### config.mk
export PLATFORM = sky130hd
export DESIGN_NAME = tag_value_list_splitter
export DESIGN_NICKNAME = d
export VERILOG_FILES = /design/src/design/tvls_pkg.sv /design/src/design/tag_value_list_splitter.sv /design/src/design/tvls_parse.sv /design/src/design/tvls_out_buf.sv
export SDC_FILE = /design/constraint.sdc
export NUM_CORES = 1
export LEC_CHECK = 0
export ABC_CLOCK_PERIOD_IN_PS = 10500
export BUFFER_PORTS_ARGS = -buffer_cell sky130_fd_sc_hd__buf_2
export CORE_ASPECT_RATIO = 2
export CORE_MARGIN = 1
export CORE_UTILIZATION = 40
export DETAILED_ROUTE_END_ITERATION = 12
export SYNTH_ARGS = -nofsm -noshare
export SYNTH_HDL_FRONTEND = slang
export SYNTH_SLANG_ARGS = --single-unit
### constraint.sdc
create_clock -name clk -period 10.5 [get_ports clk]
set_input_delay 1.05 -clock clk [delete_from_list [all_inputs] [get_ports clk]]
set_output_delay 1.05 -clock clk [all_outputs]
set_load 0.1 [all_outputs]
### src/design/tvls_pkg.sv
// Package for the tag/value list splitter.
// Holds payload structs, character codes, status codes and the phase enum.
// No dependencies.
package tvls_pkg;

  localparam int MAX_LEN = 4096;
  localparam int POS_W   = $clog2(MAX_LEN + 1);
  localparam int NS_W    = 12;
  localparam int LEN_W   = 13;

  localparam logic [7:0] CH_SEMI  = 8'h3B;
  localparam logic [7:0] CH_EQ    = 8'h3D;
  localparam logic [7:0] CH_SPACE = 8'h20;
  localparam logic [7:0] CH_TAB   = 8'h09;
  localparam logic [7:0] CH_CR    = 8'h0D;
  localparam logic [7:0] CH_LF    = 8'h0A;

  localparam logic [1:0] ST_OK       = 2'd0;
  localparam logic [1:0] ST_NO_EQ    = 2'd1;
  localparam logic [1:0] ST_NO_NAME  = 2'd2;
  localparam logic [1:0] ST_TOO_LONG = 2'd3;

  typedef enum logic [1:0] {
    PH_NAME    = 2'd0,
    PH_VALUE   = 2'd1,
    PH_DISCARD = 2'd2
  } phase_t;

  typedef struct packed {
    logic [7:0] byte_value;
    logic       byte_present;
    logic       last;
  } tvls_in_t;

  typedef struct packed {
    logic             tag_found;
    logic [NS_W-1:0]  name_start;
    logic [LEN_W-1:0] name_length;
    logic [LEN_W-1:0] value_start;
    logic [LEN_W-1:0] value_length;
    logic [1:0]       status;
    logic             end_of_list;
  } tvls_out_t;

  function automatic logic is_space(input logic [7:0] c);
    return c inside {CH_SPACE, CH_TAB, CH_CR, CH_LF};
  endfunction

endpackage

### src/design/tag_value_list_splitter.sv
// Top level of the tag/value list splitter.
// Instantiates tvls_parse and tvls_out_buf; depends on tvls_pkg.
//
// Takes a tag=value list one byte per transfer and, for every non-blank
// ';'-separated segment, returns the offsets and lengths of the trimmed name
// and value. A byte goes into an input register, is parsed and its result
// (if any) lands in the result register; the block takes one byte per clock
// and out_valid rises once the byte has passed both registers. It stalls
// only when the result register is full and out_ready is low. The byte
// marked last yields exactly one result with end_of_list set, unless an
// error came earlier in the message; an error yields one result with
// end_of_list set and the rest of the message is dropped through its last byte.
module tag_value_list_splitter (
  input  logic                clk,
  input  logic                rst_n,
  input  logic                in_valid,
  output logic                in_ready,
  input  tvls_pkg::tvls_in_t  in_data,
  output logic                out_valid,
  input  logic                out_ready,
  output tvls_pkg::tvls_out_t out_data
);

  logic                s1_valid_r;
  tvls_pkg::tvls_in_t  s1_item_r;
  logic                can_take;
  logic                fire;
  logic                res_valid;
  tvls_pkg::tvls_out_t res;

  assign fire     = s1_valid_r && can_take;
  assign in_ready = !s1_valid_r || can_take;

  always_ff @(posedge clk) begin
    if (!rst_n) begin
      s1_valid_r <= 1'b0;
    end else if (in_ready) begin
      s1_valid_r <= in_valid;
    end
  end

  always_ff @(posedge clk) begin
    if (in_ready && in_valid) begin
      s1_item_r <= in_data;
    end
  end

  tvls_parse u_parse (
    .clk       (clk),
    .rst_n     (rst_n),
    .fire      (fire),
    .item      (s1_item_r),
    .res_valid (res_valid),
    .res       (res)
  );

  tvls_out_buf u_out_buf (
    .clk       (clk),
    .rst_n     (rst_n),
    .can_take  (can_take),
    .load      (fire && res_valid),
    .load_data (res),
    .out_valid (out_valid),
    .out_ready (out_ready),
    .out_data  (out_data)
  );

endmodule

### src/design/tvls_parse.sv
// Parser state and per-byte logic of the tag/value list splitter.
// Depends on tvls_pkg.
module tvls_parse (
  input  logic                clk,
  input  logic                rst_n,
  input  logic                fire,
  input  tvls_pkg::tvls_in_t  item,
  output logic                res_valid,
  output tvls_pkg::tvls_out_t res
);

  logic [tvls_pkg::POS_W-1:0] position_r, position_nxt;
  tvls_pkg::phase_t           phase_r, phase_nxt;
  logic [tvls_pkg::NS_W-1:0]  name_first_r, name_first_nxt;
  logic [tvls_pkg::POS_W-1:0] name_end_r, name_end_nxt;
  logic                       name_seen_r, name_seen_nxt;
  logic [tvls_pkg::POS_W-1:0] value_first_r, value_first_nxt;
  logic [tvls_pkg::POS_W-1:0] value_end_r, value_end_nxt;
  logic                       value_seen_r, value_seen_nxt;

  always_ff @(posedge clk) begin
    if (!rst_n) begin
      position_r    <= '0;
      phase_r       <= tvls_pkg::PH_NAME;
      name_first_r  <= '0;
      name_end_r    <= '0;
      name_seen_r   <= 1'b0;
      value_first_r <= '0;
      value_end_r   <= '0;
      value_seen_r  <= 1'b0;
    end else if (fire) begin
      position_r    <= position_nxt;
      phase_r       <= phase_nxt;
      name_first_r  <= name_first_nxt;
      name_end_r    <= name_end_nxt;
      name_seen_r   <= name_seen_nxt;
      value_first_r <= value_first_nxt;
      value_end_r   <= value_end_nxt;
      value_seen_r  <= value_seen_nxt;
    end
  end

  always_comb begin
    logic tag_out;
    logic err;
    logic clear_seg;
    logic [1:0] err_code;
    logic [tvls_pkg::POS_W-1:0] p;

    tag_out   = 1'b0;
    err       = 1'b0;
    clear_seg = 1'b0;
    err_code  = tvls_pkg::ST_OK;
    p         = position_r;

    position_nxt    = position_r;
    phase_nxt       = phase_r;
    name_first_nxt  = name_first_r;
    name_end_nxt    = name_end_r;
    name_seen_nxt   = name_seen_r;
    value_first_nxt = value_first_r;
    value_end_nxt   = value_end_r;
    value_seen_nxt  = value_seen_r;
    res_valid       = 1'b0;
    res             = '0;

    // tag spans from the segment as it stood before this byte
    res.tag_found    = 1'b0;
    res.name_start   = name_first_r;
    res.name_length  = tvls_pkg::LEN_W'(name_end_r - tvls_pkg::POS_W'(name_first_r));
    res.value_start  = value_seen_r ? tvls_pkg::LEN_W'(value_first_r) : '0;
    res.value_length = value_seen_r ?
                       tvls_pkg::LEN_W'(value_end_r - value_first_r) : '0;

    if (phase_r inside {tvls_pkg::PH_NAME, tvls_pkg::PH_VALUE}) begin
      if (item.byte_present) begin
        if (p >= tvls_pkg::POS_W'(tvls_pkg::MAX_LEN)) begin
          err      = 1'b1;
          err_code = tvls_pkg::ST_TOO_LONG;
        end else begin
          position_nxt = p + 1'b1;
          if (item.byte_value == tvls_pkg::CH_SEMI) begin
            if (phase_r == tvls_pkg::PH_VALUE) begin
              tag_out   = 1'b1;
              clear_seg = 1'b1;
            end else if (name_seen_r) begin
              err      = 1'b1;
              err_code = tvls_pkg::ST_NO_EQ;
            end else begin
              clear_seg = 1'b1;
            end
          end else if (phase_r == tvls_pkg::PH_NAME &&
                       item.byte_value == tvls_pkg::CH_EQ) begin
            if (!name_seen_r) begin
              err      = 1'b1;
              err_code = tvls_pkg::ST_NO_NAME;
            end else begin
              phase_nxt = tvls_pkg::PH_VALUE;
            end
          end else if (!tvls_pkg::is_space(item.byte_value)) begin
            if (phase_r == tvls_pkg::PH_NAME) begin
              if (!name_seen_r) begin
                name_first_nxt = p[tvls_pkg::NS_W-1:0];
                name_seen_nxt  = 1'b1;
              end
              name_end_nxt = p + 1'b1;
            end else begin
              if (!value_seen_r) begin
                value_first_nxt = p;
                value_seen_nxt  = 1'b1;
              end
              value_end_nxt = p + 1'b1;
            end
          end
        end
      end

      if (clear_seg) begin
        phase_nxt       = tvls_pkg::PH_NAME;
        name_first_nxt  = '0;
        name_end_nxt    = '0;
        name_seen_nxt   = 1'b0;
        value_first_nxt = '0;
        value_end_nxt   = '0;
        value_seen_nxt  = 1'b0;
      end

      if (err) begin
        res_valid       = 1'b1;
        res             = '0;
        res.status      = err_code;
        res.end_of_list = 1'b1;
        phase_nxt       = tvls_pkg::PH_DISCARD;
      end else if (tag_out) begin
        res_valid       = 1'b1;
        res.tag_found   = 1'b1;
        res.end_of_list = item.last;
      end else if (item.last) begin
        // end of message: close whatever segment is open
        res_valid = 1'b1;
        res       = '0;
        if (phase_nxt == tvls_pkg::PH_VALUE) begin
          res.tag_found    = 1'b1;
          res.name_start   = name_first_nxt;
          res.name_length  = tvls_pkg::LEN_W'(name_end_nxt -
                                              tvls_pkg::POS_W'(name_first_nxt));
          res.value_start  = value_seen_nxt ? tvls_pkg::LEN_W'(value_first_nxt) : '0;
          res.value_length = value_seen_nxt ?
                             tvls_pkg::LEN_W'(value_end_nxt - value_first_nxt) : '0;
        end else if (name_seen_nxt) begin
          res.status = tvls_pkg::ST_NO_EQ;
        end
        res.end_of_list = 1'b1;
      end
    end

    if (item.last) begin
      position_nxt    = '0;
      phase_nxt       = tvls_pkg::PH_NAME;
      name_first_nxt  = '0;
      name_end_nxt    = '0;
      name_seen_nxt   = 1'b0;
      value_first_nxt = '0;
      value_end_nxt   = '0;
      value_seen_nxt  = 1'b0;
    end
  end

endmodule

### src/design/tvls_out_buf.sv
// Result register of the tag/value list splitter.
// Holds one result until the downstream transfer; depends on tvls_pkg.
module tvls_out_buf (
  input  logic                clk,
  input  logic                rst_n,
  output logic                can_take,
  input  logic                load,
  input  tvls_pkg::tvls_out_t load_data,
  output logic                out_valid,
  input  logic                out_ready,
  output tvls_pkg::tvls_out_t out_data
);

  logic                valid_r;
  tvls_pkg::tvls_out_t data_r;

  // free now, or emptied by the transfer at this edge
  assign can_take  = !valid_r || out_ready;
  assign out_valid = valid_r;
  assign out_data  = data_r;

  always_ff @(posedge clk) begin
    if (!rst_n) begin
      valid_r <= 1'b0;
    end else if (can_take) begin
      valid_r <= load;
    end
  end

  always_ff @(posedge clk) begin
    if (can_take && load) begin
      data_r <= load_data;
    end
  end

endmodule

[After elaboration in Yosys (flattened, before gate mapping)]
Index checks and enable logic that the tools add are counted.
Storage, ports and cells
  output and inout port bits: 57
  bits of input ports: 14
  register bits: 135
  logic and storage cells: 171
Operators by class
  $lt $le $gt $ge: 1
  equal/unequal tests: 9
  multiplexer cells: 118
  add/subtract/negate cells: 5
  bitwise gates (word level): 1
  reductions and logical operators: 17
Operators with widths (count)
  $mux 13: 39
  $mux 12: 11
  $mux 54: 2
  $mux 55: 1
  $mux 53: 1
  $mux 52: 1
  $mux 1: 47
  $mux 2: 16
  $sub 13x12->13: 2
  $sub 13x13->13: 2
  $eq 8x4->1 const B: 3
  $eq 8x6->1 const B: 3
  $add 13x1->13 const B: 1
  $ge 13x13->1 const B: 1
  $reduce_bool 2->1: 3
  $logic_and 1x1->1: 5
  $eq 2x1->1 const B: 2
  $reduce_and 4->1: 1
  $reduce_bool 4->1: 1
  $logic_not 1->1: 2
  $logic_not 2->1: 1
  $logic_or 1x1->1: 2
  $ne 2x2->1 const B: 1
  $reduce_and 2->1: 1
  other kinds (2): 2

[Longest topological paths before layout]
  depth after elaboration: 16
  depth in mapped cells: 17
  depth with buffers taken out: 15

[By module]
A second synthesis with hierarchy kept.
Second synthesis, totals
  cell total of the unflattened synthesis: 949
  area total of the unflattened synthesis: 8639.5 um^2
Modules (own cells, without submodules)
  tvls_parse: seq. area each 1361.3 um^2, cells each 872, instances 1, area each 6557.5 um^2
  tvls_out_buf: seq. area each 1671.6 um^2, cells each 60, instances 1, area each 1709.1 um^2
  tag_value_list_splitter: seq. area each 320.3 um^2, cells each 17, instances 1, area each 372.9 um^2

[Worst setup path before layout]
No wires, ideal clock.
  kind: register to register
  start: register s1_item_r[4] (netlist bit)
  end: register u_out_buf.data_r (netlist bit u_out_buf.out_data[0]), enable pin
  required time: 9.947 ns
  arrival: 5.622 ns
  clock period less this slack: 6.174 ns
  stages on the path, launching flop included: 6
  setup slack: 4.326 ns
  path through: edfxtp_1 -> nand4b_1 -> nor4_2 -> a21oi_2 -> and2_1 -> a211oi_1
On the way
  word-level cells in the longest chain between the ends: 11
  elaborated cells on any way between the ends: 17
Ends and longest elaborated chain
  start: declaration: line tag_value_list_splitter.sv:25  | tvls_pkg::tvls_in_t s1_item_r;
  start signal: assignment: line tag_value_list_splitter.sv:44  | s1_item_r <= in_data;
  $eq 8x6->1: line tvls_parse.sv:93  | item.byte_value == tvls_pkg::CH_EQ) begin
  $logic_and 1x1->1: line tvls_parse.sv:92  | end else if (phase_r == tvls_pkg::PH_NAME &&
  $mux 1: line tvls_parse.sv:92
  $mux 1: line tvls_parse.sv:82  | if (item.byte_value == tvls_pkg::CH_SEMI) begin
  $mux 1: line tvls_parse.sv:77  | if (p >= tvls_pkg::POS_W'(tvls_pkg::MAX_LEN)) begin
  $mux 1: line tvls_parse.sv:76  | if (item.byte_present) begin
  $mux 1: line tvls_parse.sv:75  | if (phase_r inside {tvls_pkg::PH_NAME, tvls_pkg::PH_VALUE}) begin
  $mux 1 *: line tvls_parse.sv:128  | if (err) begin
  $mux 1 *: line tvls_parse.sv:75
  $logic_and 1x1->1 *: line tag_value_list_splitter.sv:61  | .load (fire && res_valid),
  $logic_and 1x1->1 *: line tvls_out_buf.sv:31  | if (can_take && load) begin
  end signal: assignment: line tvls_out_buf.sv:32  | data_r <= load_data;
  end: declaration: line tvls_out_buf.sv:15  | tvls_pkg::tvls_out_t data_r;
Every way passes the cells marked *; elsewhere a longest branch is shown, timed or not. The select of a mux whose other input is x is not followed.
A chain may end at the register's enable or synchronous reset.

==> impl_metrics.ini <==
[status]
status = finished clean

[sta]
setup_tns_ns = 0
finalCritPeriodShare_pct = 46.6
setup_viol = 0
relSlewSlack_pct = 33.3
timing.fmax_mhz = 204
rsz0062_at_grt = false
drv_slew = 0
tightest_slew_ns = 0.998
hold_viol_final = 0
finalClockSkew_ns = 0.0125
fin_crit_ns = 4.90

[route]
viasPerCell = 5.78
wire_per_inst_um = 19.6
num_vias = 7345
drt_iter0_markers = 404
postRouteWirelength_um = 24900
drc = 0
antenna_left = 0
first_pass_iters = 5

[global_route]
antenna_found_initial = 0
overflow = 0
grt_pass1_vias = 7434
grt_pass1_wl_um = 39400
grtUsageTotal_pct = 23.0
grt_max_degree = 49

[critical_path]
crit_chain = or3b_1, a2111o_1, and3_1, buf_4, nand2b_1, a21oi_1, nor2_1, ha_1, inv_1, fa_1, a211o_1, a2111oi_0, o21ai_0, a21oi_1, nand2b_1, o211ai_1
max_stage_delay_ns = 0.71
crit_path_max_fanout = 20
critPathRequiredTime_ns = 10.68
crit_path_end_kind = flip-flop
rrSetupSlack_ns = 5.60
worstReg2RegEnd = u_out_buf.out_data[15]
reg2reg_from = s1_item_r[5]
worst_setup_path_start_kind = flip-flop
cpMaxStageDelayCell = a2111oi_0
path_class = flip-flop to flip-flop
cp_data_arrival_time_ns = 5.08
rr_worst_depth = 16

[hold_path]
hp-start = u_parse.name_end_r[10]
hold_depth = 2
hold_class = flip-flop to flip-flop
min_to = u_parse.name_end_r[10]

[cts]
h-tree-depth = 4
ctsResizeCount = 0
post-cts-setup-buffers = 0
cts_tree = done
numCtsBuffers = 17
cts_sinks = 135
cts_buffer_depth = 2
postCtsHoldBufs = 0
insertion_delay_ns = 0.43
clock-root-buffer = clkbuf_16
path_clk_slew_ns = 0.07

[floorplanning]
io_pins = 71
dieArea_mm2 = 0.0226
dieHeight_um = 211
num_rows = 76
core-area_mm2 = 0.0215
initial_utilization_pct = 40.8
fp.dieW_um = 107

[logic_synthesis]
ys_seq_elements = 135
synth.net_count = 1004
synthArstFlopShare_pct = 0
synth_edf_count = 65
ys_types = 78
synthesis.area_mm2 = 0.00877
ys_seq_area_share_pct = 38.2
synth_area_per_cell_um2 = 9.37
yosys_warnings = 0
ys_top_cells_by_count = nor2_1 (83), dfxtp_1 (70), edfxtp_1 (65), nand2_1 (65), ha_1 (50)
synth_top_area_share_pct = 22.3
ys.flop_type = dfxtp_1
synthTopCellsByArea = edfxtp_1 (22%), dfxtp_1 (16%), ha_1 (7.1%), a22o_1 (4.2%), nor2_1 (3.6%)
synth_cells = 936
synth_top_cell_by_area = edfxtp_1
yosysMostFrequentCell = nor2_1

[pwr]
p_total_mw = 1.24
peakVddDrop_uv = 88.9
power_density_mw_per_mm2 = 125
leakage_nw = 3.73

[cells_and_area]
multi_input_area_mm2 = 0.00500
fin_nets = 1053
drive_above_1_share_pct = 13.6
antenna_cells = 0
synthToLayoutAreaGrowth_pct = 12.9
fill_cells = 2135
final-seq-area_mm2 = 0.00335

[placement]
dp_hpwl_um = 19200
io_buffer_count = 70
place_congestion = 0.908

[job]
max_cap_viol_count = 0
## sequential cells by signal, indices dropped and copies added, names as in the netlist
signal	count
u_out_buf.out_data	55
u_parse.name_end_r	13
u_parse.position_r	13
u_parse.value_end_r	13
u_parse.value_first_r	13
u_parse.name_first_r	12
s1_item_r	10
u_parse.phase_r	2
s1_valid_r	1
u_out_buf.out_valid	1
u_parse.name_seen_r	1
u_parse.value_seen_r	1
## worst max-delay path, delay by kind of cell (launching register included)
kind            cells  cell delay, ns
buf+inv             2            0.27
compound gates      7            2.23
simple gates        5            1.03
flops               1            0.46
fa+ha+maj           2            0.65
## power breakdown
group          leakage [nW]  internal [mW]  switching (mW)
combinational          2.24         0.0179          0.0621
sequential             1.22          0.557         0.00519
clock                 0.271          0.352           0.242
total                  3.73          0.927           0.310
## cell type report
class | count | area share (%)
Clock buffer | 19 | 4.37
Clock inverter | 13 | 1.49
Inverter | 49 | 1.86
Multi-Input combinational cell | 700 | 50.5
Sequential cell | 135 | 33.9
Tap cell | 273 | 3.45
Timing Repair Buffer | 82 | 4.45
## cells by family (layout without fill, tap and decap cells)
family	after synthesis	count (layout)	share of synthesized area (%)
adder cells (fa/ha/maj)	54	54	8.05
buffers and inverters	101	163	4.92
AO/OA/AOI/OAI	294	294	24.7
XOR/XNOR	45	45	4.49
flip-flops	135	135	38.2
AND/OR/NAND/NOR	280	280	16.5
multiplexers	27	27	3.08
## stage by stage
stage                     cells  hold WS [ns]  cell area [um2]  utilization, %  worst slack (ns)
after CTS                  1271         0.492             9900            46.1              5.64
after global routing       1271         0.516             9900            46.1              5.38
after detailed placement   1239         0.482             9320            43.4              5.66
final                      1271         0.488             9900            46.1              5.60
after floorplan             936         0.454             8770               -              4.33
after global placement     1239         0.476             9320            43.4              5.64
## cell usage in the layout, fill, tap and decap left out, types with 5 or more instances in the layout
master / instances
mux2i_1: 27
a22o_1: 42
nand4_1: 8
edfxtp_1: 65
xnor2_1: 21
nor3_1: 18
a21oi_1: 38
nand2_1: 65
buf_2: 70
nand3_1: 10
buf_4: 12
and3_1: 9
nand3b_1: 5
o21ai_0: 36
nor2b_1: 32
ha_1: 50
a31oi_1: 11
o32ai_1: 15
a21boi_0: 7
clkbuf_16: 17
o31ai_1: 11
nor2_1: 83
o21a_1: 25
xor2_1: 24
dfxtp_1: 70
a22oi_1: 17
a21o_1: 16
o2111ai_1: 8
nand2b_1: 10
o22ai_1: 19
o21bai_1: 5
inv_1: 49
o211ai_1: 6
and2_1: 16
## worst max-delay path by stage
stage                       startpoint                endpoint  slack [ns]  depth (start not counted)
final                     s1_item_r[5]  u_out_buf.out_data[15]        5.60                         16
after CTS                 s1_item_r[5]  u_out_buf.out_data[15]        5.64                         16
after global placement    s1_item_r[5]  u_out_buf.out_data[15]        5.64                         16
after floorplan           s1_item_r[4]   u_out_buf.out_data[0]        4.33                          5
after detailed placement  s1_item_r[5]  u_out_buf.out_data[15]        5.66                         16
after global routing      s1_item_r[5]  u_out_buf.out_data[15]        5.38                         16
## layer usage
| layer | up-vias | global-route usage [%] | wire length [um] |
|---|---|---|---|
| li1 | 3585 | - | - |
| met1 | 3528 | 22.3 | 9020 |
| met2 | 170 | 44.9 | 14000 |
| met3 | 62 | 3.66 | 665 |
| met4 | 0 | 12.7 | 1190 |
| met5 | - | 0 | 0 |
(Power assumes the default switching activity.)
